$ cat src/hw/rtl/normalized_scaled_jacobian_assert.svh
// ---------------------------------------------------------------------------
// Assertion macros for the scaled Jacobian quality block
// Clocked property checks with and without a reset qualifier.
// ---------------------------------------------------------------------------
`ifndef NORMALIZED_SCALED_JACOBIAN_ASSERT_SVH
`define NORMALIZED_SCALED_JACOBIAN_ASSERT_SVH
`ifndef SYNTHESIS
`define NSJ_ASSERT(name, clk, rst, prop) \
   name: assert property (@(posedge clk) disable iff (rst) prop) \
      else $error("normalized_scaled_jacobian: check failed");
`define NSJ_ASSERT_ALWAYS(name, clk, prop) \
   name: assert property (@(posedge clk) prop) \
      else $error("normalized_scaled_jacobian: check failed");
`else
`define NSJ_ASSERT(name, clk, rst, prop)
`define NSJ_ASSERT_ALWAYS(name, clk, prop)
`endif
`endif

$ cat src/hw/rtl/nsj_pkg.sv
// ---------------------------------------------------------------------------
// nsj_pkg
// Types and fixed constants of the scaled Jacobian quality block.
// ---------------------------------------------------------------------------
package nsj_pkg;

   localparam int QFRAC       = 14;
   localparam int UNIT_BITS   = 20;
   localparam int PROD_BITS   = 3 * UNIT_BITS;
   localparam int ROUND_SHIFT = PROD_BITS - QFRAC;
   localparam int DIV_STEPS   = 52;
   localparam int SQRT_STEPS  = 32;

   localparam logic signed [21:0] QUAL_ONE   = 22'sd1 <<< QFRAC;
   localparam logic signed [15:0] WORST_INIT = 16'sh7FFF;
   localparam logic [32:0]        NORM_HI    = 33'd1 << 30;
   localparam logic [32:0]        NORM_LO    = 33'd1 << 29;
   localparam logic [3:0]         LAST_OP    = 4'd11;
   localparam logic [1:0]         CORNER_TOP = 2'd3;
   localparam logic [1:0]         LAST_VEC   = 2'd2;
   localparam logic [1:0]         LAST_COMP  = 2'd2;

   typedef enum logic [3:0] {
      ST_IDLE, ST_DIFF, ST_NORM, ST_SQ_MUL, ST_SQ_ACC, ST_SQRT_GO, ST_SQRT_WAIT,
      ST_DIV_GO, ST_DIV_WAIT, ST_MUL, ST_ACC, ST_ROUND, ST_REMAP, ST_RDIV_GO,
      ST_RDIV_WAIT, ST_FINISH
   } state_type;

   typedef struct packed {
      logic       first;
      logic       sub;
      logic       shift;
      logic       store;
      logic [1:0] cr_sel;
   } op_type;

   function automatic logic signed [15:0] sat16(input logic signed [21:0] v);
      if (v > 22'sd32767) begin
         return 16'sh7FFF;
      end else if (v < -22'sd32768) begin
         return 16'sh8000;
      end
      return v[15:0];
   endfunction

endpackage

$ cat src/hw/rtl/nsj_div.sv
// ---------------------------------------------------------------------------
// nsj_div
// Restoring divider, one quotient bit per cycle; quotient known to fit 21 bits.
// ---------------------------------------------------------------------------
module nsj_div (
   input  logic        clock,
   input  logic        reset,
   input  logic        start,
   input  logic [51:0] num,
   input  logic [31:0] den,
   output logic        done,
   output logic [20:0] quo
);

   logic        busy_ff;
   logic        done_ff;
   logic [5:0]  cnt_ff;
   logic [51:0] num_ff;
   logic [31:0] den_ff;
   logic [31:0] rem_ff;
   logic [20:0] quo_ff;
   logic [32:0] rem2;
   logic        ge;

   assign rem2 = {rem_ff, num_ff[51]};
   assign ge   = rem2 >= {1'b0, den_ff};

   always_ff @(posedge clock) begin
      if (reset) begin
         busy_ff <= 1'b0;
         done_ff <= 1'b0;
         cnt_ff  <= '0;
      end else begin
         done_ff <= 1'b0;
         if (start) begin
            busy_ff <= 1'b1;
            cnt_ff  <= '0;
         end else if (busy_ff) begin
            cnt_ff <= cnt_ff + 6'd1;
            if (cnt_ff == 6'(nsj_pkg::DIV_STEPS - 1)) begin
               busy_ff <= 1'b0;
               done_ff <= 1'b1;
            end
         end
      end
   end

   always_ff @(posedge clock) begin
      if (start) begin
         num_ff <= num;
         den_ff <= den;
         rem_ff <= '0;
         quo_ff <= '0;
      end else if (busy_ff) begin
         rem_ff <= ge ? 32'(rem2 - {1'b0, den_ff}) : rem2[31:0];
         quo_ff <= {quo_ff[19:0], ge};
         num_ff <= {num_ff[50:0], 1'b0};
      end
   end

   assign done = done_ff;
   assign quo  = quo_ff;

endmodule

$ cat config.mk
export PLATFORM = sky130hd
export DESIGN_NAME = nsj_div
export DESIGN_NICKNAME = d
export VERILOG_FILES = /design/src/hw/rtl/normalized_scaled_jacobian_assert.svh /design/src/hw/rtl/nsj_pkg.sv /design/src/hw/rtl/nsj_div.sv
export SDC_FILE = /design/constraint.sdc
export NUM_CORES = 1
export LEC_CHECK = 0
export BUFFER_PORTS_ARGS = -buffer_cell sky130_fd_sc_hd__buf_2
export CORE_ASPECT_RATIO = 2
export CORE_MARGIN = 4
export CORE_UTILIZATION = 30
export CTS_CLUSTER_DIAMETER = 60
export CTS_CLUSTER_SIZE = 12
export DETAILED_ROUTE_END_ITERATION = 16
export SLEW_MARGIN = 15
export SYNTH_ARGS = -nofsm -noshare
export SYNTH_HDL_FRONTEND = slang
export SYNTH_SLANG_ARGS = --single-unit
$ cat constraint.sdc
create_clock -name clock -period 2.6 [get_ports clock]
set_input_delay 0.26 -clock clock [delete_from_list [all_inputs] [get_ports clock]]
set_output_delay 0.26 -clock clock [all_outputs]
set_load 0.1 [all_outputs]
Word level (Yosys, flattened, before mapping)
Cells that the tools add are included.

cells by class
  add/sub/neg operators = 2
  reductions and logical operators = 3
  bitwise logic cells = 1
  multiplexer cells = 7
  order comparisons = 1
  equality and inequality tests = 1

operators with widths
  kind                   number
  $mux W52               2
  $ge A33 B32 Y1         1
  $mux W32               1
  $sub A32 B32 Y32       1
  $add A6 B1 Y6 const B  1
  $eq A6 B6 Y1 const B   1
  $mux W1                4
  $reduce_or A3 Y1       1
  $reduce_bool A2 Y1     1
  $reduce_or A2 Y1       1
  $not A1 Y1             1

storage, ports and cells
  bits in registers = 145

Longest topological paths before layout
  word-level depth = 4
  depth in mapped cells = 12
  mapped depth without buffers = 11

Worst setup path before layout
No wires, ideal clock.

  path type = register -> register
  start point = register num_ff[51]
  end point = register rem_ff[30]
  setup time = 0.070 ns
  cell stages (with the launch flop) = 12
  path buffers = 0
  arrival = 2.414 ns
  slack = 0.116 ns
  cells stage by stage = edfxtp_1 -> inv_1 -> ha_1 -> fa_1 -> nor2b_1 -> o31ai_1 -> a2111oi_1 -> o21ai_1 -> a31oi_2 -> nor4_1 -> a211o_1 -> o21ai_1

on the way
  cells in the longest elaborated chain, start to end = 2

ends and longest elaborated chain
  what                                                       RTL line                      RTL
  from (decl)                                                nsj_div.sv:18                 logic [51:0] num_ff;
  from (signal assigned)                                     nsj_div.sv:50                 num_ff <= num;
  from (signal assigned)                                     nsj_div.sv:57                 num_ff <= {num_ff[50:0], 1'b0};
  $sub A32 B32 Y32 / $ge A33 B32 Y1 (equally long branches)  nsj_div.sv:55, nsj_div.sv:26
  $mux W32 (*)                                               nsj_div.sv:55                 rem_ff <= ge ? 32'(rem2 - {1'b0, den_ff}) : rem2[31:0];
  to (signal assigned)                                       nsj_div.sv:55
  to (decl)                                                  nsj_div.sv:20                 logic [31:0] rem_ff;

Every way passes the cells marked *; elsewhere a longest branch is shown, timed or not.
A chain may end at the register's enable or synchronous reset.

Worst setup path after layout
  start point = register den_ff[1]
  end point = register rem_ff[7]

on the way
  cells in the longest elaborated chain, start to end = 2

ends and longest elaborated chain
  what                                                       RTL line                      RTL
  from (decl)                                                nsj_div.sv:19                 logic [31:0] den_ff;
  from (signal assigned)                                     nsj_div.sv:51                 den_ff <= den;
  $sub A32 B32 Y32 / $ge A33 B32 Y1 (equally long branches)  nsj_div.sv:55, nsj_div.sv:26
  $mux W32 (*)                                               nsj_div.sv:55

Marked as above.

==> insert_results.sql <==
INSERT INTO impl_metrics (metric_group, metric, value, unit) VALUES
('clock_tree', 'clk_root_buffer_cell', 'sky130_fd_sc_hd__clkbuf_16', ''),
('synth', 'async_reset_ff_share', '0', '%'),
('synth', 'synth_fa_ha_area_share', '5.67', '%'),
('worst_hold_path', 'hold_path_class', 'in2reg', ''),
('routing', 'routed_via_density', '5.01', ''),
('layout', 'area_growth', '45.1', '%'),
('pwr', 'power.density', '572', 'nW/um^2'),
('floorplan', 'die_height', '234', 'um'),
('timing', 'setup-tns-final', '-0.595', 'ns'),
('floorplan', 'fp-row-count', '82', ''),
('floorplan', 'initial_core_util', '30.5', '%'),
('timing', 'minimum_clock_period', '2.68', 'ns'),
('setup_path', 'worstReg2RegStart', 'den_ff[1]', ''),
('outcome', 'run_status', 'finished, violations left', ''),
('synth', 'most_area_consuming_cells_after_synthesis', 'sky130_fd_sc_hd__edfxtp_1 (33%), sky130_fd_sc_hd__dfxtp_1 (16%), sky130_fd_sc_hd__mux2_2 (7.5%), sky130_fd_sc_hd__ha_1 (5.4%), sky130_fd_sc_hd__nor2_1 (3.7%)', ''),
('clock_tree', 'clock_tree.buffer_depth', '2', ''),
('timing', 'fmaxAchievable', '0.373', 'GHz'),
('outcome', 'failed_checks', 'negative setup slack', ''),
('layout', 'drive_gt1_share', '42.8', '%'),
('synth', 'post_synthesis_cell_area', '7630', 'um^2'),
('synth', 'synth_nets', '851', ''),
('timing', 'worst_clock_skew', '0.0126', 'ns'),
('layout', 'layout.cells.non_filler', '1338', ''),
('setup_path', 'req_time_crit_path', '2.96', 'ns'),
('synth', 'synth_top_family_by_area', 'compound AO/OA/AOI/OAI gates', ''),
('timing', 'timing.slew.headroom', '51.4', '%'),
('global_route', 'grt_start_max_net_pins', '53', ''),
('synth', 'synth.ff_latch_count', '145', ''),
('clock_tree', 'numCtsBuffers', '17', ''),
('synth', 'synth_largest_type_area_fraction', '33.0', '%'),
('synth', 'synth_xor_xnor_area_share', '2.87', '%'),
('synth', 'synth_simple_gate_area_share', '12.1', '%'),
('routing', 'route.detailed.drc', '0', ''),
('setup_path', 'worstSetupPathType', 'reg2reg', ''),
('global_route', 'grt_antenna_before_repair', '0', ''),
('global_route', 'overflow_left_after_global_routing', '0', ''),
('worst_hold_path', 'holdPathStages', '1', ''),
('timing', 'rsz0062_at_grt', 'yes', ''),
('setup_path', 'end_kind', 'flip-flop', ''),
('synth', 'synth.distinct_cells', '64', ''),
('pwr', 'ir_worst_vdd', '0.444', 'mV'),
('floorplan', 'io_pins', '109', ''),
('job', 'timing.max_cap.violations', '0', ''),
('global_route', 'grt_first_pass_wirelength', '35700', 'um'),
('synth', 'synth.avg_cell_area', '10.5', 'um^2'),
('placement', 'place_inst', '1252', ''),
('placement', 'placement_setup_slack', '-0.279', 'ns'),
('floorplan', 'area_of_the_placeable_core', '25000', 'um^2'),
('synth', 'post_synth_inst_count', '730', ''),
('routing', 'num_vias', '6704', ''),
('placement', 'place_congestion', '0.985', ''),
('clock_tree', 'cts_htree_levels', '4', ''),
('worst_hold_path', 'hold_path.startpoint', 'den[9]', ''),
('synth', 'yosysSeqAreaShare', '49.0', '%'),
('layout', 'num-nets-final', '1110', ''),
('routing', 'final_antenna_net_count', '0', ''),
('timing', 'setup_viol', '21', ''),
('setup_path', 'critPathLaunchType', 'flip-flop', ''),
('layout', 'n_antenna_cell', '0', ''),
('global_route', 'vias_in_the_first_global_route', '7083', ''),
('floorplan', 'die_area', '28200', 'um^2'),
('timing', 'final_hold_viol_count', '0', ''),
('synth', 'yosys_most_used_dff', 'sky130_fd_sc_hd__edfxtp_1', ''),
('clock_tree', 'clock_tree_from_tritoncts', 'done', ''),
('setup_path', 'timing.critical_path.arrival', '3.03', 'ns'),
('clock_tree', 'worst_skew_pair.late_latency', '0.44', 'ns'),
('setup_path', 'r2r.worst_path.cells', '11', ''),
('timing', 'final.setup.worst_slack', '-0.0784', 'ns'),
('placement', 'place.port_buffers', '108', ''),
('synth', 'synth-compound-area-share', '15.8', '%'),
('placement', 'detailed_place_hpwl', '17400', 'um');
worst paths after layout:
check	to	slack, ns
worst max register to register	rem_ff[7]	-0.08
worst min-delay path	den_ff[9]	0.02
worst min register to register	quo[20]	0.50
worst max-delay path	rem_ff[7]	-0.08
area by class of cell:
| cell class | instances | area [um^2] | area share, % |
|---|---|---|---|
| Clock buffer | 17 | 425 | 3.84 |
| Clock inverter | 15 | 135 | 1.22 |
| Inverter | 42 | 158 | 1.42 |
| Multi-Input combinational cell | 503 | 4120 | 37.2 |
| Sequential cell | 145 | 3740 | 33.8 |
| Tap cell | 336 | 420 | 3.79 |
| Timing Repair Buffer | 280 | 2070 | 18.7 |
metrics by stage:
step | instance area [um^2] | util, % | power [mW]
after floorplan | 7630 | - | 3.31
after global placement | 9390 | 37.5 | 3.80
after detailed placement | 9390 | 37.5 | 3.81
after CTS | 10400 | 41.5 | 6.28
after global routing | 11100 | 44.3 | 6.62
final | 11100 | 44.3 | 6.34
report_power, final:
part | total (mW) | internal (mW) | switching [mW]
Sequential | 2.67 | 2.61 | 0.0593
Clock | 2.37 | 1.33 | 1.05
Combinational | 1.30 | 0.628 | 0.669
Total | 6.34 | 4.56 | 1.78
registers in the layout (all words and copies together), names as in the netlist:
| signal | count |
|---|---|
| busy_ff | 1 |
| cnt_ff | 6 |
| den_ff | 32 |
| done | 1 |
| num_ff | 52 |
| quo | 21 |
| rem_ff | 32 |
cell families after synthesis:
group | count (synthesis)
AO/OA/AOI/OAI | 174
XOR/XNOR | 25
adder cells (fa/ha/maj) | 34
buffers and inverters | 82
flip-flops | 145
multiplexers | 72
AND/OR/NAND/NOR | 198
critical path, stage by stage (launching register included):
cell	delay (ns)
sky130_fd_sc_hd__edfxtp_1	0.34
sky130_fd_sc_hd__inv_1	0.05
sky130_fd_sc_hd__ha_1	0.28
sky130_fd_sc_hd__and2b_2	0.18
sky130_fd_sc_hd__o2111ai_4	0.16
sky130_fd_sc_hd__a31oi_4	0.22
sky130_fd_sc_hd__o2111ai_2	0.16
sky130_fd_sc_hd__a21bo_2	0.30
sky130_fd_sc_hd__a21o_4	0.24
sky130_fd_sc_hd__buf_8	0.14
sky130_fd_sc_hd__a211o_1	0.27
sky130_fd_sc_hd__a311oi_2	0.26
Yosys cell counts, types with 2 or more instances:
cell and count:
sky130_fd_sc_hd__a211o_1 3, sky130_fd_sc_hd__a211oi_1 4, sky130_fd_sc_hd__a21o_1 15, sky130_fd_sc_hd__a21oi_1 38, sky130_fd_sc_hd__a311oi_1 18, sky130_fd_sc_hd__a31oi_1 6
sky130_fd_sc_hd__a31oi_2 2, sky130_fd_sc_hd__a32oi_1 4, sky130_fd_sc_hd__a41oi_1 2, sky130_fd_sc_hd__and2_1 3, sky130_fd_sc_hd__and3_1 3, sky130_fd_sc_hd__buf_1 5
sky130_fd_sc_hd__buf_2 8, sky130_fd_sc_hd__clkbuf_1 26, sky130_fd_sc_hd__dfxtp_1 61, sky130_fd_sc_hd__edfxtp_1 84, sky130_fd_sc_hd__ha_1 33, sky130_fd_sc_hd__inv_1 42
sky130_fd_sc_hd__mux2_2 51, sky130_fd_sc_hd__mux2i_1 21, sky130_fd_sc_hd__nand2_1 41, sky130_fd_sc_hd__nand2b_1 2, sky130_fd_sc_hd__nand3_1 23, sky130_fd_sc_hd__nand4_1 21
sky130_fd_sc_hd__nor2_1 75, sky130_fd_sc_hd__nor2b_1 3, sky130_fd_sc_hd__nor3_1 8, sky130_fd_sc_hd__nor4_1 4, sky130_fd_sc_hd__o2111ai_2 2, sky130_fd_sc_hd__o211ai_1 10
sky130_fd_sc_hd__o21a_1 5, sky130_fd_sc_hd__o21ai_0 16, sky130_fd_sc_hd__o21ai_1 22, sky130_fd_sc_hd__o21bai_1 4, sky130_fd_sc_hd__o22ai_1 2, sky130_fd_sc_hd__o311ai_1 3
sky130_fd_sc_hd__o31ai_1 4, sky130_fd_sc_hd__or2_2 2, sky130_fd_sc_hd__or3_1 5, sky130_fd_sc_hd__or4_1 2, sky130_fd_sc_hd__xnor2_1 12, sky130_fd_sc_hd__xor2_1 13
what timing repair did:
| action | CTS | global route |
|---|---|---|
| hold endpoints to repair | 30 | 0 |
| hold buffers | 30 | 0 |
| gates resized for setup | 25 | 103 |
| cloned | 0 | 3 |
| pin swaps | 11 | 61 |
| buffers inserted | 5 | 17 |
| setup endpoints to repair | 33 | 33 |
placed cells by master (no fill, tap or decap), drive strengths merged, types with 5 or more instances in the layout:
| master | count |
|---|---|
| a211oi | 5 |
| a21o | 15 |
| a21oi | 39 |
| a311oi | 19 |
| a31oi | 8 |
| buf | 248 |
| clkbuf | 19 |
| clkinv | 6 |
| dfxtp | 61 |
| dlygate4sd3 | 30 |
| edfxtp | 84 |
| ha | 33 |
| inv | 47 |
| mux2 | 51 |
| mux2i | 21 |
| nand2 | 41 |
| nand3 | 23 |
| nand4 | 21 |
| nor2 | 75 |
| nor3 | 8 |
| o211ai | 10 |
| o21a | 5 |
| o21ai | 38 |
| or3 | 5 |
| xnor2 | 12 |
| xor2 | 13 |
routing by layer:
layer	global-route usage, %	share of wire (%)	up-vias
met3	3.25	3.8	82
met4	11.0	6.3	0
met1	14.9	33	3194
li1	-	-	3238
met5	0	0	-
met2	32.6	57	190
Power figures use the tool's default switching activity.
