[src/hw/rtl/normalized_scaled_jacobian_assert.svh]
// ---------------------------------------------------------------------------
// Assertion macros for the scaled Jacobian quality block
// Clocked property checks with and without a reset qualifier.
// ---------------------------------------------------------------------------
`ifndef NORMALIZED_SCALED_JACOBIAN_ASSERT_SVH
`define NORMALIZED_SCALED_JACOBIAN_ASSERT_SVH
`ifndef SYNTHESIS
`define NSJ_ASSERT(name, clk, rst, prop) \
   name: assert property (@(posedge clk) disable iff (rst) prop) \
      else $error("normalized_scaled_jacobian: check failed");
`define NSJ_ASSERT_ALWAYS(name, clk, prop) \
   name: assert property (@(posedge clk) prop) \
      else $error("normalized_scaled_jacobian: check failed");
`else
`define NSJ_ASSERT(name, clk, rst, prop)
`define NSJ_ASSERT_ALWAYS(name, clk, prop)
`endif
`endif

[src/hw/rtl/nsj_pkg.sv]
// ---------------------------------------------------------------------------
// nsj_pkg
// Types and fixed constants of the scaled Jacobian quality block.
// ---------------------------------------------------------------------------
package nsj_pkg;

   localparam int QFRAC       = 14;
   localparam int UNIT_BITS   = 20;
   localparam int PROD_BITS   = 3 * UNIT_BITS;
   localparam int ROUND_SHIFT = PROD_BITS - QFRAC;
   localparam int DIV_STEPS   = 52;
   localparam int SQRT_STEPS  = 32;

   localparam logic signed [21:0] QUAL_ONE   = 22'sd1 <<< QFRAC;
   localparam logic signed [15:0] WORST_INIT = 16'sh7FFF;
   localparam logic [32:0]        NORM_HI    = 33'd1 << 30;
   localparam logic [32:0]        NORM_LO    = 33'd1 << 29;
   localparam logic [3:0]         LAST_OP    = 4'd11;
   localparam logic [1:0]         CORNER_TOP = 2'd3;
   localparam logic [1:0]         LAST_VEC   = 2'd2;
   localparam logic [1:0]         LAST_COMP  = 2'd2;

   typedef enum logic [3:0] {
      ST_IDLE, ST_DIFF, ST_NORM, ST_SQ_MUL, ST_SQ_ACC, ST_SQRT_GO, ST_SQRT_WAIT,
      ST_DIV_GO, ST_DIV_WAIT, ST_MUL, ST_ACC, ST_ROUND, ST_REMAP, ST_RDIV_GO,
      ST_RDIV_WAIT, ST_FINISH
   } state_type;

   typedef struct packed {
      logic       first;
      logic       sub;
      logic       shift;
      logic       store;
      logic [1:0] cr_sel;
   } op_type;

   function automatic logic signed [15:0] sat16(input logic signed [21:0] v);
      if (v > 22'sd32767) begin
         return 16'sh7FFF;
      end else if (v < -22'sd32768) begin
         return 16'sh8000;
      end
      return v[15:0];
   endfunction

endpackage

[src/hw/rtl/nsj_sqrt.sv]
// ---------------------------------------------------------------------------
// nsj_sqrt
// Integer square root, two radicand bits per cycle.
// ---------------------------------------------------------------------------
module nsj_sqrt (
   input  logic        clock,
   input  logic        reset,
   input  logic        start,
   input  logic [63:0] num,
   output logic        done,
   output logic [31:0] root
);

   logic        busy_ff;
   logic        done_ff;
   logic [4:0]  cnt_ff;
   logic [63:0] n_ff;
   logic [63:0] res_ff;
   logic [63:0] bit_ff;
   logic [63:0] trial;

   assign trial = res_ff + bit_ff;

   always_ff @(posedge clock) begin
      if (reset) begin
         busy_ff <= 1'b0;
         done_ff <= 1'b0;
         cnt_ff  <= '0;
      end else begin
         done_ff <= 1'b0;
         if (start) begin
            busy_ff <= 1'b1;
            cnt_ff  <= '0;
         end else if (busy_ff) begin
            cnt_ff <= cnt_ff + 5'd1;
            if (cnt_ff == 5'(nsj_pkg::SQRT_STEPS - 1)) begin
               busy_ff <= 1'b0;
               done_ff <= 1'b1;
            end
         end
      end
   end

   always_ff @(posedge clock) begin
      if (start) begin
         n_ff   <= num;
         res_ff <= '0;
         bit_ff <= 64'd1 << 62;
      end else if (busy_ff) begin
         if (n_ff >= trial) begin
            n_ff   <= n_ff - trial;
            res_ff <= (res_ff >> 1) + bit_ff;
         end else begin
            res_ff <= res_ff >> 1;
         end
         bit_ff <= bit_ff >> 2;
      end
   end

   assign done = done_ff;
   assign root = res_ff[31:0];

endmodule

[config.mk]
export PLATFORM = sky130hd
export DESIGN_NAME = nsj_sqrt
export DESIGN_NICKNAME = d
export VERILOG_FILES = /design/src/hw/rtl/normalized_scaled_jacobian_assert.svh /design/src/hw/rtl/nsj_pkg.sv /design/src/hw/rtl/nsj_sqrt.sv
export SDC_FILE = /design/constraint.sdc
export NUM_CORES = 1
export LEC_CHECK = 0
export BUFFER_PORTS_ARGS = -buffer_cell sky130_fd_sc_hd__buf_2
export CAP_MARGIN = 20
export CORE_MARGIN = 3
export CORE_UTILIZATION = 55
export CTS_BUF_LIST = sky130_fd_sc_hd__clkbuf_2
export CTS_CLUSTER_SIZE = 10
export DETAILED_ROUTE_END_ITERATION = 10
export PLACE_DENSITY_LB_ADDON = 0.25
export SYNTH_ARGS = -nofsm -noshare
export SYNTH_HDL_FRONTEND = slang
export SYNTH_SLANG_ARGS = --single-unit
[constraint.sdc]
create_clock -name clock -period 14.1 [get_ports clock]
set_input_delay 2.115 -clock clock [delete_from_list [all_inputs] [get_ports clock]]
set_output_delay 2.115 -clock clock [all_outputs]
set_load 0.02 [all_outputs]
* Yosys cells after proc, flatten, opt, wreduce, memory -nomap -nowiden
Index checks and enable logic that the tools add are counted. Widths: inputs -> output; s select.
Storage, ports and cells: word-level logic and storage cells 26, memories 0, register bits 167, bits in latches 0, output and inout port bits 33, bits in read-only memories 0, bits of input ports 67, RAM bits 0
Cells by class: shift operators 0, add/sub/neg operators 4, reduce and logical (&&, ||, !) cells 5, multiply operators 0, multiplexer cells 8, equality and inequality tests 1, bitwise operators 1, magnitude comparators 1, div/mod/pow operators 0
Operators by type and width (number):
- $mux 64 | 4
- $add 63x63->64 | 1
- $add 64x63->64 | 1
- $ge 64x64->1 | 1
- $sub 64x64->64 | 1
- $add 5x1->5 const B | 1
- $eq 5x5->1 const B | 1
- $mux 1 | 4
- $reduce_bool 2->1 | 2
- $reduce_or 3->1 | 1
- $reduce_and 2->1 | 1
- $reduce_or 2->1 | 1
- $not 1->1 | 1

* Longest topological paths before layout
Gate-level depths: netlist of run 1.
depth after elaboration 5, depth in mapped cells 25

* Worst setup path after synthesis of run 1
OpenSTA, ideal clock, no wires.
path kind reg2reg, start point reg res_ff[2], end point reg n_ff[0] (enable), cell stages (with the launch flop) 22, slack 4.404 ns, arrival 9.122 ns, library setup time 0.574 ns, path through dfxtp_1 -> ha_1 -> a31o_2 -> a31oi_1 -> o21ai_1 -> a21bo_2 -> a21o_1 -> a31oi_1 -> o21ai_0 -> xnor2_1 -> ha_1 -> clkbuf_1 -> nand4_1 -> or2_1 -> or4_1 -> o21ai_0 -> nand2_1 -> a31oi_1 -> o22ai_2 -> buf_2 -> clkbuf_1 -> o21ai_0
On the way: word-level cells in the longest chain between the ends 4
RTL lines:
- start, declared | line nsj_sqrt.sv:18 | logic [63:0] res_ff;
- start signal, assigned | line nsj_sqrt.sv:52 | res_ff <= (res_ff >> 1) + bit_ff;
- start signal, assigned | line nsj_sqrt.sv:54 | res_ff <= res_ff >> 1;
- $add 64x63->64 | line nsj_sqrt.sv:22 | assign trial = res_ff + bit_ff;
- $ge 64x64->1 | line nsj_sqrt.sv:50 | if (n_ff >= trial) begin
- $reduce_bool 2->1 (no line)
- $reduce_and 2->1 (no line)
- end signal, assigned | line nsj_sqrt.sv:46 | n_ff <= num;
- end signal, assigned | line nsj_sqrt.sv:51 | n_ff <= n_ff - trial;
- end, declared | line nsj_sqrt.sv:17 | logic [63:0] n_ff;
No other way between the ends. A chain may end at the register's enable or synchronous reset.

* Final worst setup path of run 1
start point reg res_ff[0], end point reg res_ff[60]
On the way: word-level cells in the longest chain between the ends 3
RTL lines (line):
- $add 64x63->64 | nsj_sqrt.sv:22
- $ge 64x64->1 | nsj_sqrt.sv:50
- $mux 64 | nsj_sqrt.sv:50
No other way between the ends.

==> run_results.csv, run 1 <==
group,metric,value,unit
placed_design,io_buffers,99,
synthesis,synth_cells,1944,
sta,fin_crit_sh,53.9,%
worst_setup_path,crit_top_cell,"ha_1",
grt,grt_max_degree,96,
worst_setup_path,slowest_stage,"o31ai_1",
finish,drive_gt1_share,9.14,%
worst_setup_path,critPathCaptureType,"flop",
clocking,hold_buffers,0,
route,dr_total_vias,14400,
finish,fin_nets,2135,
synthesis,syn_nets,2144,
run_status,outcome,"finished, final reports clean",
hold_path,hold_class,"reg -> reg",
sta,finalSetupTns,0,ns
route,drtIter0Drc,1196,
clocking,htreeDepth,4,
synthesis,ys_seq_area_share,26.3,%
die,die-area,29600,sq um
worst_setup_path,path_cells,"ha_1, ha_1, a21o_1, a31oi_1, o21ai_0, a21oi_1, o31ai_1, nand2_1, xor2_1, ha_1, nand4_1, or2_1, or4_1, o21ai_0, nand2_1, a31oi_1, o22ai_4, buf_4, buf_4, or3b_1, a311o_1, o31ai_1",
clocking,cts_tree,"built",
die,core_area,27000,sq um
synthesis,synth_area_leader_cell,"dfxtp_1",
synthesis,yosysWarnings,0,
placed_design,place_ws,5.99,ns
grt,antenna_found_initial,2,
die,start_util,56.1,%
grt,globalRouteMet2Util,45.4,%
clocking,clock_path_buffers,2,
synthesis,synthArstFlopShare,0,%
synthesis,ys_types,75,
grt,grt.met3_usage,3.82,%
synthesis,synthTopCellsByCount,"nand2_1, nor2_1, o21ai_0",
sta,hold_viol_final,0,
clocking,clk_latency,0.84,ns
worst_setup_path,setup.worst_path.class,"reg -> reg",
grt,grt_pass1_wl,66800,um
grt,met1_usage,38.8,%
sta,setup_violations,0,
sta,finalClockSkew,0.0767,ns
synthesis,syn_area_per_cell,7.80,sq um
sta,setup_slack,6.51,ns
clocking,clockRootBuffer,"clkbuf_2",
power_and_ir_drop,p_per_area,174,nW/um^2
sta,timing.fmax,0.132,GHz
route,routedWlPerCell,18.1,um
route,post_drt_via_cell_ratio,6.29,
route,routed_wl,41500,um
finish,area_growth,4.00,%
grt,grt_pass1_vias,13100,
synthesis,yosys.area.top_type_share,13.6,%
clocking,postCtsSetupBuffers,0,
synthesis,ys_top_cells_by_area,"dfxtp_1, edfxtp_1, ha_1, o21ai_0, nand2_1",
synthesis,yosysMostFrequentCell,"nand2_1",
worst_setup_path,cp.required,14.84,ns
route,first_pass_iters,5,
synthesis,synth_edf_count,64,
power_and_ir_drop,leakage,0.00600,uW
die,die_height,172,um
die,die_w,172,um
clocking,clkSlewWorstSetupHoldPaths,0.35,ns
placed_design,gp_congestion,0.929,
run,cap_violations,0,
power_and_ir_drop,peakVddDrop,134,uV
clocking,cts_buffers,17,
worst_setup_path,startpoint_type,"flop",
sta,fin_crit,7.59,ns
worst_setup_path,critPathMaxFanout,78,
grt,grt_usage,27.6,%
die,rows,60,
grt,top_usage_layer,"met2",
sta,drv_slew,0,
route,drc,0,
sta,slew_headroom,30.2,%
worst_setup_path,critPathMaxStageDelay,0.92,ns
sta,max_slew.worst_pin.slew,1.04,ns
placed_design,post-dp-hpwl,31200,um
grt,grt_overflow,0,
synthesis,ys_ff_latch,167,
clocking,cts_sinks,167,
clocking,cts_resized,0,
die,io_pins,100,
route,ant_nets,0,
synthesis,ys.flop_type,"dfxtp_1",
sta,grt_setup_unrepaired,"no",
worst_setup_path,cp.arrival,8.34,ns
synthesis,synthesis.area,15200,sq um
-- stage by stage --
step | area, sq um | hold slack [ns] | util (%) | power [uW] | std cells
after floorplan | 15200 | 0.467 | - | 2080 | 1944
after global placement | 15500 | 0.483 | 57.4 | 2410 | 2256
after detailed placement | 15500 | 0.499 | 57.4 | 2430 | 2256
after CTS | 15700 | 0.527 | 58.3 | 2720 | 2288
after global routing | 15800 | 0.570 | 58.4 | 2980 | 2290
final | 15800 | 0.518 | 58.4 | 2750 | 2290
-- layout make-up --
type	instances	area, sq um
clock buffers	17	85.1
inverters	42	158
clock inverters	15	153
well taps	341	427
repair buffers	107	582
diodes	1	2.50
multi-input cells	1600	10400
flip-flops and latches	167	3990
fillers	2560	11200
-- critical path: cells and delay by family, from the launching register on --
family / cells / cell delay, ns
simple gates: 6 / 1.84
compound gates: 10 / 3.53
buf+inv: 2 / 0.71
fa+ha+maj: 3 / 0.81
flops: 1 / 0.42
xor+xnor: 1 / 0.20
-- placed cells by master, fill, tap and decap left out, types with 22 or more instances in the layout --
cell type,count
o21ai_0,168
xor2_1,62
a21o_1,24
a311oi_1,22
nor2_1,217
ha_1,132
a21oi_1,139
nand3_1,31
dfxtp_1,102
o21a_1,22
nand4_1,39
a211oi_1,38
o21bai_1,25
edfxtp_1,64
a31oi_1,53
xnor2_1,84
nor3_1,34
inv_1,41
mux2i_1,49
buf_2,98
nand2_1,221
-- logic make-up after synthesis --
family                   after synthesis  synth area share [%]
AO/OA/AOI/OAI                        605                  25.4
flip-flops                           167                  26.3
XOR/XNOR                             146                  8.43
multiplexers                          54                  3.60
adder cells (fa/ha/maj)              133                  11.0
buffers and inverters                177                  5.42
AND/OR/NAND/NOR                      662                  19.9
-- registers in the layout (all words and copies together) (netlist names) --
register / cells
bit_ff: 32
busy_ff: 1
cnt_ff: 5
done: 1
n_ff: 64
res_ff: 64
-- power by group --
| group | internal, uW | total, uW | switching (uW) |
|---|---|---|---|
| Sequential | 662 | 764 | 102 |
| Clock | 73.0 | 280 | 207 |
| Combinational | 646 | 1700 | 1060 |
-- layer usage --
metal	part of all wire, %	wire (um)
met3	6.6	2750
met4	1.7	716
met2	45	18800
met1	46	19200
met5	0	0
-- final timing paths --
path | from | end | slack (ns) | cells after the start
setup reg to reg | res_ff[0]$_SDFFE_PP0P_ | res_ff[60]$_SDFFE_PP0P_ | 6.51 | 22
hold / removal | bit_ff[30]$_SDFFE_PP0P_ | bit_ff[28]$_SDFFE_PP0P_ | 0.52 | 2
hold reg to reg | bit_ff[30]$_SDFFE_PP0P_ | bit_ff[28]$_SDFFE_PP0P_ | 0.52 | 2
setup / recovery | res_ff[0]$_SDFFE_PP0P_ | res_ff[60]$_SDFFE_PP0P_ | 6.51 | 22
Note: power is estimated with default switching activity, not from simulation.
==> run 2: changes to the inputs <==
==> constraint.sdc (replaced) <==
create_clock -name clock -period 7.6 [get_ports clock]
set_input_delay 1.14 -clock clock [delete_from_list [all_inputs] [get_ports clock]]
set_output_delay 1.14 -clock clock [all_outputs]
set_load 0.02 [all_outputs]
==> run 2 against run 1 <==
  * Via count shrank 0.77%
  * Critical path depth shrank 2
  * Sequential cell count is the same
  * Non-clock buffer count grew 3
  * Die area is the same
  * Global-route usage shrank 0.33 points
  * Sequential power grew 86%
  * Setup slack lost 5.9 ns
==> run_results.csv, run 2 (same netlist as run 1, synthesis figures left out) <==
group,metric,value,unit
run_status,outcome,"finished, final reports clean",
sta,finalSetupTns,0,ns
grt,grt_pass1_wl,66000,um
clocking,clock_path_buffers,2,
clocking,clockRootBuffer,"clkbuf_2",
clocking,postCtsSetupBuffers,0,
worst_setup_path,slowest_stage,"o21ai_0",
run,cap_violations,0,
route,drc,0,
worst_setup_path,cp.required,8.30,ns
finish,final_common_cell,"nand2_1",
die,start_util,56.1,%
route,routedWlPerCell,17.9,um
clocking,cts_buffers,17,
worst_setup_path,setup.worst_path.class,"reg -> reg",
finish,area_growth,4.16,%
placed_design,dp_cells,2260,
finish,multiInputGateArea,10400,sq um
grt,antenna_found_initial,1,
clocking,clkSlewWorstSetupHoldPaths,0.27,ns
sta,slew_headroom,30.1,%
power_and_ir_drop,peakVddDrop,206,uV
clocking,htreeDepth,4,
finish,final-seq-area,3990,sq um
grt,grt_max_degree,116,
clocking,cts_tree,"built",
clocking,hold_buffers,0,
clocking,clk_latency,0.83,ns
die,io_pins,100,
worst_setup_path,critPathMaxStageDelay,0.73,ns
power_and_ir_drop,leakage,0.00601,uW
sta,grt_setup_unrepaired,"no",
grt,grt_pass1_vias,13100,
sta,max_slew.worst_pin.slew,1.05,ns
sta,drv_slew,0,
worst_setup_path,critPathMaxFanout,37,
clocking,cts_sinks,167,
grt,grt_overflow,0,
route,routed_wl,41100,um
worst_setup_path,crit_top_cell,"a31oi_1",
sta,setup_violations,0,
route,post_drt_via_cell_ratio,6.23,
hold_path,hold_class,"in -> reg",
route,drtIter0Drc,1414,
die,rows,60,
sta,finalClockSkew,0.0630,ns
sta,timing.fmax,0.142,GHz
clocking,cts_resized,0,
worst_setup_path,cp.arrival,7.72,ns
sta,hold_viol_final,0,
sta,fin_crit,7.02,ns
finish,fin_nets,2138,
finish,drive_gt1_share,9.28,%
worst_setup_path,critPathCaptureType,"flop",
die,die_height,172,um
finish,top_regs,"n_ff (64), res_ff (64), bit_ff (32)",
die,core_area,27000,sq um
finish,final_cell_mix,"nand2_1, nor2_1, o21ai_0",
placed_design,post-dp-hpwl,31100,um
power_and_ir_drop,p_per_area,323,nW/um^2
grt,grt_usage,27.3,%
route,ant_nets,0,
sta,fin_crit_sh,92.4,%
worst_setup_path,path_cells,"ha_1, a31o_2, a31oi_1, o21ai_1, a21bo_2, a21o_1, a31oi_1, o21ai_0, xnor2_1, ha_1, nand4_1, or2_1, or4_1, o21ai_0, nand2_1, a31oi_1, o22ai_4, buf_4, or3_1, a311oi_1",
finish,final_util,58.5,%
die,die-area,29600,sq um
finish,fillCellCount,2542,
placed_design,io_buffers,99,
die,die_w,172,um
finish,layoutNonFillerInstCount,2294,
route,first_pass_iters,5,
worst_setup_path,startpoint_type,"flop",
placed_design,gp_congestion,0.971,
route,dr_total_vias,14300,
-- run 2: changes by cell type in the layout (fill, tap and decap cells not counted) --
cell and change:
clkbuf_2 +1, buf_16 -1, clkinv_8 +1, inv_4 -2, buf_4 +4, inv_6 -3, diode_2 +1, inv_2 +1
bufinv_16 +1, clkinv_4 +3, inv_8 -2
-- run 2: layer usage --
metal,routed length [um],track usage (%)
met1,18900,37.9
met2,18600,44.8
met3,2770,4.23
met4,792,6.25
met5,0,0
-- run 2: power by group --
group	internal, uW	switching [uW]
logic	1210	1930
registers	1230	190
clock network	164	373
-- run 2: cell type report --
type | instances | area share, %
inverter | 42 | 0.998
clock buffer | 18 | 0.570
timing repair buffer | 110 | 3.70
tap | 341 | 2.70
antenna | 2 | 0.0317
clock inverter | 14 | 1.06
sequential | 167 | 25.2
multi-input combinational | 1600 | 65.7
-- run 2: per-stage QoR --
step	hold slack, ns	total power (uW)	cell area, sq um	setup WS [ns]
after detailed placement	0.497	4520	15500	0.697
after floorplan	0.467	3840	15200	0.861
after global routing	0.340	5510	15800	0.203
final	0.454	5100	15800	0.580
after CTS	0.384	5060	15800	0.631
after global placement	0.481	4480	15500	0.787
-- run 2: critical path: cells and delay by family, from the launching register on --
| kind | cells | cell delay [ns] |
|---|---|---|
| buffers and inverters | 1 | 0.33 |
| XOR/XNOR | 1 | 0.17 |
| adder cells (fa/ha/maj) | 2 | 0.75 |
| AO/OA/AOI/OAI | 11 | 3.51 |
| flip-flops | 1 | 0.49 |
| AND/OR/NAND/NOR | 5 | 1.65 |
-- run 2: worst paths after layout --
kind                                        startpoint                       to  slack [ns]  cells after the start
worst min-delay path                             reset       busy_ff$_SDFF_PP0_        0.45                      2
worst max register to register  res_ff[2]$_SDFFE_PP0P_  res_ff[19]$_SDFFE_PP0P_        0.58                     20
worst max-delay path            res_ff[2]$_SDFFE_PP0P_  res_ff[19]$_SDFFE_PP0P_        0.58                     20
worst min register to register  res_ff[0]$_SDFFE_PP0P_   res_ff[0]$_SDFFE_PP0P_        0.54                      2
==> run 3: changes to the inputs <==
--- a/config.mk
+++ b/config.mk
@@ -8,7 +8,7 @@
 export BUFFER_PORTS_ARGS = -buffer_cell sky130_fd_sc_hd__buf_2
 export CAP_MARGIN = 20
 export CORE_MARGIN = 3
-export CORE_UTILIZATION = 55
+export CORE_UTILIZATION = 25
 export CTS_BUF_LIST = sky130_fd_sc_hd__clkbuf_2
 export CTS_CLUSTER_SIZE = 10
 export DETAILED_ROUTE_END_ITERATION = 10
==> constraint.sdc (replaced) <==
create_clock -name clock -period 5.7 [get_ports clock]
set_input_delay 0.855 -clock clock [delete_from_list [all_inputs] [get_ports clock]]
set_output_delay 0.855 -clock clock [all_outputs]
set_load 0.02 [all_outputs]
==> run 3 against run 2 <==
  * Worst hold slack worse by 0.22 ns
  * Clock power up 41%
  * Via count up 3.5%
  * Sequential power up 31%
  * Die area up 120%
  * Cell area up 14%
  * Register-to-register slack worse by 0.39 ns
  * Setup slack worse by 0.39 ns
  * Clock-buffer cell count up 4
  * Global-route usage down 12 points
  * Critical path depth up 1
  * Highest routed layer unchanged
==> run_results.csv, run 3 (same netlist as run 1, synthesis figures left out) <==
group,metric,value,unit
run_status,outcome,"finished, final reports clean",
worst_setup_path,cp.required,6.67,ns
die,die_height,252,um
route,first_pass_iters,8,
clocking,htreeDepth,4,
placed_design,place_ws,-0.184,ns
hold_path,hold_class,"in -> reg",
clocking,cts_sinks,167,
placed_design,post-dp-hpwl,38900,um
grt,grt_usage,15.7,%
power_and_ir_drop,p_per_area,423,nW/um^2
clocking,cts_buffers,17,
finish,final_util,30.3,%
sta,max_slew.worst_pin.slew,1.04,ns
grt,grt_pass1_wl,79100,um
finish,final_common_cell,"nand2_1",
finish,design_area,18100,sq um
finish,drive_gt1_share,15.5,%
route,routed_wl,51300,um
clocking,cts_tree,"built",
clocking,clk_latency,1.06,ns
grt,grt_overflow,0,
worst_setup_path,setup.worst_path.class,"reg -> reg",
sta,setup_violations,0,
worst_setup_path,critPathCaptureType,"flop",
grt,grt_pass1_vias,14200,
route,post_drt_via_cell_ratio,5.14,
run,cap_violations,0,
grt,grt_max_degree,87,
placed_design,io_buffers,99,
placed_design,gp_congestion,0.863,
route,dr_total_vias,14800,
sta,slew_headroom,30.6,%
sta,fin_crit,5.51,ns
worst_setup_path,cp.arrival,6.47,ns
sta,hold_viol_final,0,
worst_setup_path,startpoint_type,"flop",
die,die_w,252,um
route,routedWlPerCell,17.8,um
die,die-area,63700,sq um
die,io_pins,100,
finish,final_cell_mix,"nand2_1, nor2_1, o21ai_0",
route,ant_nets,0,
sta,timing.fmax,0.182,GHz
sta,drv_slew,0,
finish,fin_nets,2290,
sta,fin_crit_sh,96.6,%
placed_design,placed_cell_area,16800,sq um
finish,fillCellCount,6385,
finish,area_growth,19.0,%
clocking,clkSlewWorstSetupHoldPaths,0.25,ns
power_and_ir_drop,leakage,0.00682,uW
die,start_util,25.5,%
finish,top_regs,"n_ff (64), res_ff (64), bit_ff (32)",
route,drtIter0Drc,889,
worst_setup_path,critPathMaxFanout,26,
clocking,clockRootBuffer,"clkbuf_2",
grt,antenna_found_initial,3,
sta,finalClockSkew,0.0426,ns
sta,setup_slack,0.193,ns
sta,holdWs,0.239,ns
die,core_area,59600,sq um
route,drc,0,
placed_design,dp_cells,2765,
clocking,clock_path_buffers,2,
die,rows,89,
finish,layoutNonFillerInstCount,2881,
power_and_ir_drop,peakVddDrop,175,uV
run 3: cell types whose count changed in the layout (fill, tap and decap cells not counted), sizes merged:
| cell | change |
|---|---|
| inv | -2 |
| clkinvlp | -1 |
| dlygate4sd3 | +61 |
| clkinv | -2 |
| clkbuf | +6 |
| diode | +3 |
| buf | +89 |
| bufinv | +1 |
run 3: report_power, final:
part           switching, uW  internal, uW  leakage (uW)  total, uW
registers                219          1640       0.00149       1860
clock network            503           252      0.000161        755
logic                   2880          2140       0.00517       5020
run 3: path summary, 6_finish.rpt:
path | slack, ns | startpoint | cells past startpoint | to
max | 0.19 | bit_ff[2]$_SDFFE_PP0P_ | 21 | res_ff[47]$_SDFFE_PP0P_
min | 0.24 | num[60] | 3 | n_ff[60]$_DFFE_PP_
max reg2reg | 0.19 | bit_ff[2]$_SDFFE_PP0P_ | 21 | res_ff[47]$_SDFFE_PP0P_
min reg2reg | 0.53 | res_ff[0]$_SDFFE_PP0P_ | 2 | res_ff[0]$_SDFFE_PP0P_
run 3: timing repair:
action / in CTS / in global routing
pin swaps: 2 / 20
endpoints found under the setup margin: 49 / 147
gates cloned: 0 / 2
buffers inserted: 1 / 15
hold endpoints to repair: 67 / 0
gates resized for setup: 8 / 60
hold buffers: 61 / 0
run 3: cell type report:
| cell class | instances | area [sq um] | area share [%] |
|---|---|---|---|
| Timing Repair Buffer | 262 | 1970 | 10.9 |
| Inverter | 42 | 158 | 0.873 |
| Clock buffer | 22 | 110 | 0.610 |
| Multi-Input combinational cell | 1600 | 10700 | 59.3 |
| Clock inverter | 10 | 126 | 0.700 |
| Sequential cell | 167 | 4000 | 22.2 |
| Tap cell | 773 | 967 | 5.35 |
| Antenna cell | 5 | 12.5 | 0.0693 |
run 3: worst max-delay path: stages (launching register included):
cell       delay, ns
dfxtp_4         0.41
ha_4            0.25
a31o_4          0.24
a31oi_4         0.21
o21ai_4         0.12
a21bo_2         0.27
a21o_4          0.24
a31oi_4         0.31
o21ba_4         0.27
o21bai_2        0.12
xnor2_1         0.19
ha_2            0.41
and3_2          0.24
nand3_2         0.18
or4_1           0.56
a31oi_1         0.15
buf_4           0.16
o22ai_4         0.12
buf_4           0.17
clkbuf_16       0.18
or3_1           0.35
a311oi_1        0.26
run 3: metrics by stage:
step | TNS, ns | power, uW
final | 0 | 7640
after global routing | -0.0442 | 8290
after CTS | 0 | 7430
after detailed placement | -2.05 | 6580
after global placement | -3.67 | 6560
after floorplan | 0 | 5160
run 3: routing by layer:
| metal | share of wire (%) | global-route usage (%) | vias up |
|---|---|---|---|
| li1 | - | - | 7416 |
| met1 | 50 | 22.2 | 7043 |
| met2 | 44 | 24.5 | 297 |
| met3 | 3.6 | 2.74 | 47 |
| met4 | 2.0 | 4.65 | 0 |
| met5 | 0 | 0 | - |
